$ cat src/design/frkc_pkg.sv
// shared types and constants for the fifo replacement key cache
`default_nettype none

package frkc_pkg;

  localparam int KEY_W  = 32;
  localparam int SLOT_W = 4;
  localparam int CAP_W  = 5;

  localparam logic [CAP_W-1:0] CAP_RESET = 5'd16;

  typedef struct packed {
    logic [KEY_W-1:0] key;
    logic             fill_ok;
  } frkc_in_t;

  typedef struct packed {
    logic              hit;
    logic              handle_valid;
    logic [SLOT_W-1:0] slot;
    logic              evicted;
    logic [KEY_W-1:0]  evicted_key;
  } frkc_out_t;

  // control bits that ride with a lookup as it walks the cells
  typedef struct packed {
    logic valid;
    logic hit;
    logic fill_ok;
  } frkc_flags_t;

endpackage

`default_nettype wire

$ cat src/design/frkc_cell.sv
// one slot of the key store: holds a key and compares it as a lookup walks past
`default_nettype none

module frkc_cell
  import frkc_pkg::*;
#(
  parameter int MAX_ENTRIES = 16,
  parameter int KW          = 32,
  parameter int CELL_IDX    = 0
) (
  input  wire logic                                 clk,
  input  wire logic                                 rst_n,
  input  wire frkc_flags_t                          prev_flags,
  input  wire logic [KW-1:0]                        prev_key,
  input  wire logic [$clog2(MAX_ENTRIES)-1:0]       prev_slot,
  input  wire logic [KW-1:0]                        prev_ekey,
  input  wire logic [$clog2(MAX_ENTRIES)-1:0]       oldest,
  input  wire logic [$clog2(MAX_ENTRIES+1)-1:0]     count,
  input  wire logic                                 wr_en,
  input  wire logic [$clog2(MAX_ENTRIES)-1:0]       wr_slot,
  input  wire logic [KW-1:0]                        wr_key,
  output frkc_flags_t                               next_flags,
  output logic [KW-1:0]                             next_key,
  output logic [$clog2(MAX_ENTRIES)-1:0]            next_slot,
  output logic [KW-1:0]                             next_ekey
);

  localparam int IDX_W = $clog2(MAX_ENTRIES);
  localparam logic [IDX_W-1:0] MY_IDX = IDX_W'(CELL_IDX);

  logic [KW-1:0]    key_r;
  frkc_flags_t      flags_r;
  logic [KW-1:0]    tkey_r;
  logic [IDX_W-1:0] slot_r;
  logic [KW-1:0]    ekey_r;

  logic [IDX_W:0]   diff;
  logic [IDX_W:0]   offset;
  logic             live;
  logic             match;

  // distance from the oldest slot, wrapped around the ring
  always_comb begin
    diff = {1'b0, MY_IDX} - {1'b0, oldest};
    if (MY_IDX >= oldest) begin
      offset = diff;
    end else begin
      offset = diff + (IDX_W+1)'(MAX_ENTRIES);
    end
    live  = offset < (IDX_W+1)'(count);
    match = live && (key_r == prev_key);
  end

  always_ff @(posedge clk) begin
    if (!rst_n) begin
      flags_r <= '0;
    end else begin
      flags_r.valid   <= prev_flags.valid;
      flags_r.hit     <= prev_flags.hit | match;
      flags_r.fill_ok <= prev_flags.fill_ok;
    end
  end

  always_ff @(posedge clk) begin
    tkey_r <= prev_key;
    slot_r <= match ? MY_IDX : prev_slot;
    // pick up the key that would be dropped on an eviction
    ekey_r <= (MY_IDX == oldest) ? key_r : prev_ekey;
    if (wr_en && (wr_slot == MY_IDX)) begin
      key_r <= wr_key;
    end
  end

  assign next_flags = flags_r;
  assign next_key   = tkey_r;
  assign next_slot  = slot_r;
  assign next_ekey  = ekey_r;

endmodule

`default_nettype wire

$ cat src/design/fifo_replacement_key_cache_top.sv
// top level of the fifo replacement key cache: cell chain, ring pointers, result register
//
//   channel   ports                         beat taken when
//   input     start, busy, in_data          start && !busy
//   result    out_valid, out_data           out_valid (one cycle, no backpressure)
//   config    cfg_valid, cfg_ready, cfg_data cfg_valid && cfg_ready
//
// a lookup walks the cell row one cell per cycle, then the result register,
// up to the out_valid strobe; busy is high for that whole span. the fill and
// pointer update land on the strobe edge, so the next start is taken the
// cycle after it. reset (synchronous, rst_n low) empties the ring and loads
// capacity 16; stored keys are not cleared.
`default_nettype none

module fifo_replacement_key_cache_top
  import frkc_pkg::*;
#(
  parameter int MAX_ENTRIES = 16,
  parameter int KEY_BITS    = 32
) (
  input  wire logic             clk,
  input  wire logic             rst_n,
  input  wire logic             start,
  output logic                  busy,
  input  wire frkc_in_t         in_data,
  output logic                  out_valid,
  output frkc_out_t             out_data,
  input  wire logic             cfg_valid,
  output logic                  cfg_ready,
  input  wire logic [CAP_W-1:0] cfg_data
);

  localparam int KW    = (KEY_BITS < KEY_W) ? KEY_BITS : KEY_W;
  localparam int IDX_W = $clog2(MAX_ENTRIES);
  localparam int CNT_W = $clog2(MAX_ENTRIES + 1);
  localparam int CW    = (CNT_W > CAP_W) ? CNT_W : CAP_W;

  logic             busy_r;
  logic             out_valid_r;
  frkc_out_t        out_data_r;
  frkc_out_t        out_data_nxt;
  logic [CAP_W-1:0] cap_r;
  logic [IDX_W-1:0] oldest_r;
  logic [CNT_W-1:0] count_r;

  frkc_flags_t      link_flags [0:MAX_ENTRIES];
  logic [KW-1:0]    link_key   [0:MAX_ENTRIES];
  logic [IDX_W-1:0] link_slot  [0:MAX_ENTRIES];
  logic [KW-1:0]    link_ekey  [0:MAX_ENTRIES];

  logic             accept;
  logic             done;
  logic             fill;
  logic             evict;
  logic [CNT_W:0]   ring_sum;
  logic [IDX_W-1:0] new_slot;
  logic [CW-1:0]    cap_ext;
  logic [CW-1:0]    eff_cap;
  frkc_flags_t      last_flags;

  assign accept = start && !busy_r;

  assign link_flags[0] = '{valid: accept, hit: 1'b0, fill_ok: in_data.fill_ok};
  assign link_key[0]   = KW'(in_data.key);
  assign link_slot[0]  = '0;
  assign link_ekey[0]  = '0;

  for (genvar i = 0; i < MAX_ENTRIES; i++) begin : g_cell
    frkc_cell #(
      .MAX_ENTRIES (MAX_ENTRIES),
      .KW          (KW),
      .CELL_IDX    (i)
    ) u_cell (
      .clk        (clk),
      .rst_n      (rst_n),
      .prev_flags (link_flags[i]),
      .prev_key   (link_key[i]),
      .prev_slot  (link_slot[i]),
      .prev_ekey  (link_ekey[i]),
      .oldest     (oldest_r),
      .count      (count_r),
      .wr_en      (fill),
      .wr_slot    (new_slot),
      .wr_key     (link_key[MAX_ENTRIES]),
      .next_flags (link_flags[i+1]),
      .next_key   (link_key[i+1]),
      .next_slot  (link_slot[i+1]),
      .next_ekey  (link_ekey[i+1])
    );
  end

  always_comb begin
    last_flags = link_flags[MAX_ENTRIES];
    done       = last_flags.valid;
    fill       = done && !last_flags.hit && last_flags.fill_ok;

    // slot after the newest entry
    ring_sum = (CNT_W+1)'(oldest_r) + (CNT_W+1)'(count_r);
    if (ring_sum >= (CNT_W+1)'(MAX_ENTRIES)) begin
      new_slot = IDX_W'(ring_sum - (CNT_W+1)'(MAX_ENTRIES));
    end else begin
      new_slot = IDX_W'(ring_sum);
    end

    // capacity held to 1..MAX_ENTRIES
    cap_ext = CW'(cap_r);
    if (cap_r == '0) begin
      eff_cap = CW'(1);
    end else if (cap_ext > CW'(MAX_ENTRIES)) begin
      eff_cap = CW'(MAX_ENTRIES);
    end else begin
      eff_cap = cap_ext;
    end
    evict = (CW+1)'(count_r) + (CW+1)'(1) > (CW+1)'(eff_cap);

    out_data_nxt = '0;
    if (last_flags.hit) begin
      out_data_nxt.hit          = 1'b1;
      out_data_nxt.handle_valid = 1'b1;
      out_data_nxt.slot         = SLOT_W'(link_slot[MAX_ENTRIES]);
    end else if (last_flags.fill_ok) begin
      out_data_nxt.handle_valid = 1'b1;
      out_data_nxt.slot         = SLOT_W'(new_slot);
      if (evict) begin
        out_data_nxt.evicted     = 1'b1;
        out_data_nxt.evicted_key = KEY_W'(link_ekey[MAX_ENTRIES]);
      end
    end
  end

  always_ff @(posedge clk) begin
    if (!rst_n) begin
      busy_r      <= 1'b0;
      out_valid_r <= 1'b0;
      cap_r       <= CAP_RESET;
      oldest_r    <= '0;
      count_r     <= '0;
    end else begin
      out_valid_r <= done;
      if (accept) begin
        busy_r <= 1'b1;
      end else if (done) begin
        busy_r <= 1'b0;
      end
      if (cfg_valid && cfg_ready) begin
        cap_r <= cfg_data;
      end
      if (fill) begin
        if (evict) begin
          if (oldest_r == IDX_W'(MAX_ENTRIES - 1)) begin
            oldest_r <= '0;
          end else begin
            oldest_r <= oldest_r + IDX_W'(1);
          end
        end else begin
          count_r <= count_r + CNT_W'(1);
        end
      end
    end
  end

  always_ff @(posedge clk) begin
    if (done) begin
      out_data_r <= out_data_nxt;
    end
  end

  assign busy      = busy_r;
  assign out_valid = out_valid_r;
  assign out_data  = out_data_r;
  assign cfg_ready = 1'b1;

endmodule

`default_nettype wire

$ cat config.mk
export PLATFORM = sky130hd
export DESIGN_NAME = fifo_replacement_key_cache_top
export DESIGN_NICKNAME = d
export VERILOG_FILES = /design/src/design/frkc_pkg.sv /design/src/design/frkc_cell.sv /design/src/design/fifo_replacement_key_cache_top.sv
export SDC_FILE = /design/constraint.sdc
export NUM_CORES = 2
export LEC_CHECK = 0
export BUFFER_PORTS_ARGS = -buffer_cell sky130_fd_sc_hd__buf_2
export CORE_ASPECT_RATIO = 0.75
export CORE_MARGIN = 2
export CORE_UTILIZATION = 50
export CTS_BUF_LIST = sky130_fd_sc_hd__clkbuf_4
export CTS_CLUSTER_SIZE = 20
export DETAILED_ROUTE_END_ITERATION = 10
export PLACE_DENSITY = 0.68
export SLEW_MARGIN = 20
export SYNTH_ARGS = -nofsm -noshare
export SYNTH_HDL_FRONTEND = slang
export SYNTH_SLANG_ARGS = --single-unit
export TNS_END_PERCENT = 1
$ cat constraint.sdc
create_clock -name clk -period 5.1 [get_ports clk]
set_input_delay 0.51 -clock clk [delete_from_list [all_inputs] [get_ports clk]]
set_output_delay 0.51 -clock clk [all_outputs]
set_load 0.05 [all_outputs]
==> summary.txt <==
nature of the critical path endpoint -> flop
final worst-path cycle share -> 0.7397
Synth top area share -> 0.4205
Fill cells -> 8,446
number of synthesized flops with an enable pin -> 551
die width -> 383.9 um
Hold Path Cell Cnt -> 3
multi-input logic area -> 0.01443 mm2
RR Endpoint -> g_cell[0].u_cell.key_r[22]
Synth Instances -> 3,447
unrepaired setup endpoints after global routing -> false
critical path arrival -> 4620 ps
Root Buffer -> clkbuf_4
xor/xnor share of the synthesized area -> 0.08528
setup ws final -> 1327 ps
synthesis warning total -> 0
Worst VDD drop -> 0.2357 mV
hold buffers post-CTS -> 87
postcts setup bufs -> 0
largest net degree at the start of global routing -> 67
Synth cell types -> 48
Synth Area in Simple Gates -> 0.04847
Clock Pin Slew Worst Setup and Hold Paths -> 80 ps
initial antenna violation count -> 16
initial core utilization -> 0.5042
Internal -> 0.01993 W
Detailed Route Iter0 Violations -> 3,259
routed len/inst -> 25.74 um
top post-synthesis cells by area -> dfxtp_1 42%, edfxtp_1 31%, mux2_2 10%
via count -> 29.78k
global-route wire length before repair -> 207,000 um
Pleak -> 24.36 nW
Synth async-reset ratio -> 0
routability congestion estimate -> 0.9090
Most used DFF post-synth -> dfxtp_1
Area growth syn-to-layout -> 15.34%
post-synthesis cell area -> 0.05413 mm2
PwrDens -> 409.9 mW/mm2
NumNets Final -> 4,100
Max Root-Sink Buffers -> 4
CTS sink count -> 1,688
Detailed Route WL -> 147,900 um
later-pin clock latency in the skew report -> 1280 ps
synthesized area per cell -> 15.70 um2
total of flip-flops plus latches after synthesis -> 1,688
Crit Path Category -> flop to flop
Finished Cell Area -> 0.06243 mm2
status -> finished clean
FP Rows -> 104
Compound-Gate Fraction of Synth Area -> 0.01260
sw frac -> 0.2213
total negative slack -> 0 ps
Ports -> 84
Seq/Total Area, Yosys -> 0.7262
Pins Over Slew Limit -> 0
achievable frequency -> 265.1 MHz
HP Class -> input pin to flop
grt total ovfl -> 0
die area -> 0.1109 mm2
synth cell count leaders -> 1,137 x dfxtp_1, 551 x edfxtp_1, 479 x mux2_2
worst-margin pin slew -> 1183 ps
Adder-Cell Fraction of Synth Area -> 0.01701
die height -> 288.9 um
largest area contributor in the netlist -> dfxtp_1
R2R setup slack -> 1330 ps
Comb pwr share -> 0.015
sequential group share of total power -> 0.563
port bufs -> 82
Total Routing Usage GR -> 0.2668
Slew HR -> 0.2040
largest family of logic cells by synthesized area -> multiplexers
Setup-failing EPs final -> 0
TritonCTS clock tree -> yes
Post-DP HPWL -> 99,760 um
DRT Pass-1 Iters -> 6
Clk pwr share -> 0.421
vias in the first global route -> 29.69k
mux contribution to synthesized area -> 0.1017
Resized cells post-CTS -> 0
Placed Area -> 0.05642 mm2
NetSw -> 0.005662 W
DRC viols -> 0
CP Data Required Time -> 5950 ps
CTS buffer count -> 394
layout cell share with drive strength beyond 1 -> 0.3059
core footprint -> 0.1074 mm2
Hold Path End -> cap_ext[4]
worst reg-to-reg path cell count -> 6
antenna-violating nets left -> 0
most frequent cell after synthesis -> dfxtp_1
Hold Crit Start -> cfg_valid
vias per cell -> 5.185
Worst Clk Skew -> 111.6 ps
DP Worst Slack -> 1330 ps
crit-path max FO -> 32
Crit Reg-Reg Startpoint -> oldest_r[1]
H-tree lvl count -> 5
crit path time final -> 3773 ps
final hold vios -> 0
register area -> 0.03933 mm2
crit path launch type -> flop
max cap viols -> 0
-- placed cells by master, fill, tap and decap left out, types with 6 or more instances in the layout --
master,instances
or2_2,22
nand3_1,25
xor2_1,400
dlygate4sd3_1,87
buf_2,82
dfxtp_2,18
ha_1,72
nor3_1,21
edfxtp_1,551
nor4_2,11
nor4_1,89
mux2_2,479
nor2_2,12
nand4_1,41
inv_2,8
xnor2_1,127
o21bai_1,7
o2111ai_1,6
and2_1,65
o21ai_0,27
nand2_1,48
clkinv_1,70
mux2i_1,11
nand2b_1,8
a211oi_1,9
o21a_1,16
a21oi_1,26
nor2_1,26
and3_1,36
diode_2,14
or3_1,12
nor2b_1,24
clkbuf_4,623
inv_1,37
buf_4,44
dfxtp_1,1119
-- worst max-delay path by stage --
stage / startpoint / end / slack, ps
after floorplan: g_cell[15].u_cell.next_flags[2] / g_cell[15].u_cell.key_r[0] / 1290
after global placement: oldest_r[1] / g_cell[15].u_cell.key_r[14] / 1450
after detailed placement: oldest_r[1] / g_cell[15].u_cell.key_r[11] / 1330
after CTS: oldest_r[1] / g_cell[15].u_cell.key_r[3] / 1320
after global routing: oldest_r[1] / g_cell[15].u_cell.key_r[23] / 1110
final: oldest_r[1] / g_cell[0].u_cell.key_r[22] / 1330
-- registers in the layout, indices dropped and copies added, names as in the netlist --
| name | flops |
|---|---|
| busy | 1 |
| cap_ext | 5 |
| count_r | 5 |
| g_cell.u_cell.key_r | 512 |
| g_cell.u_cell.next_ekey | 512 |
| g_cell.u_cell.next_flags | 48 |
| g_cell.u_cell.next_key | 512 |
| g_cell.u_cell.next_slot | 49 |
| oldest_r | 4 |
| out_data | 39 |
| out_valid | 1 |
-- layer usage --
metal,GRT usage,up-vias,part of all wire
met4,0.09373,2,0.021
li1,-,13481,-
met1,0.4238,14751,0.49
met3,0.06742,168,0.099
met2,0.3465,1380,0.39
met5,0,-,0.000054
-- worst max-delay path, stage by stage (launching register included) --
cell and delay, ps:
dfxtp_1 680, inv_1 380, fa_1 500, xor2_1 390, inv_1 130, or2_2 410
nor2_4 870
-- kinds of logic (layout without fill, tap and decap cells) --
logic type	after synthesis	after routing
DFF	1688	1688
adders and majority gates	73	73
muxes	490	490
buffers and inverters	109	960
AOI/OAI and AO/OA	106	106
xor gates and xnor gates	527	527
other	2	17
and+or+nand+nor	452	452
-- layout make-up --
class / count / share of cell area
Sequential cell: 1688 / 0.6300
Multi-Input combinational cell: 1651 / 0.2311
Clock buffer: 623 / 0.07492
Tap cell: 1431 / 0.02868
Timing Repair Buffer: 213 / 0.02581
Clock inverter: 87 / 0.006694
Inverter: 37 / 0.002225
Antenna cell: 14 / 0.0005612
-- power by group through the flow --
stage	clock (W)	combinational, W	sequential (W)
after floorplan	0	0.000172	0.0145
after global placement	0	0.000327	0.0147
after detailed placement	0	0.000327	0.0147
after CTS	0.0109	0.000384	0.0144
after global routing	0.0117	0.000414	0.0144
final	0.0108	0.000392	0.0144
-- per-stage QoR --
stage,hold slack [ps],utilization,total power [W],instances
3_3_place_gp,345.4,0.5255,0.01503,4933
5_1_grt,114.6,0.5814,0.02650,5737
6_report,155.2,0.5815,0.02559,5744
3_5_place_dp,349.3,0.5255,0.01503,4933
4_1_cts,6.476,0.5811,0.02572,5730
2_1_floorplan,330.8,-,0.01467,3448
Note: power is estimated with default switching activity, not from simulation.
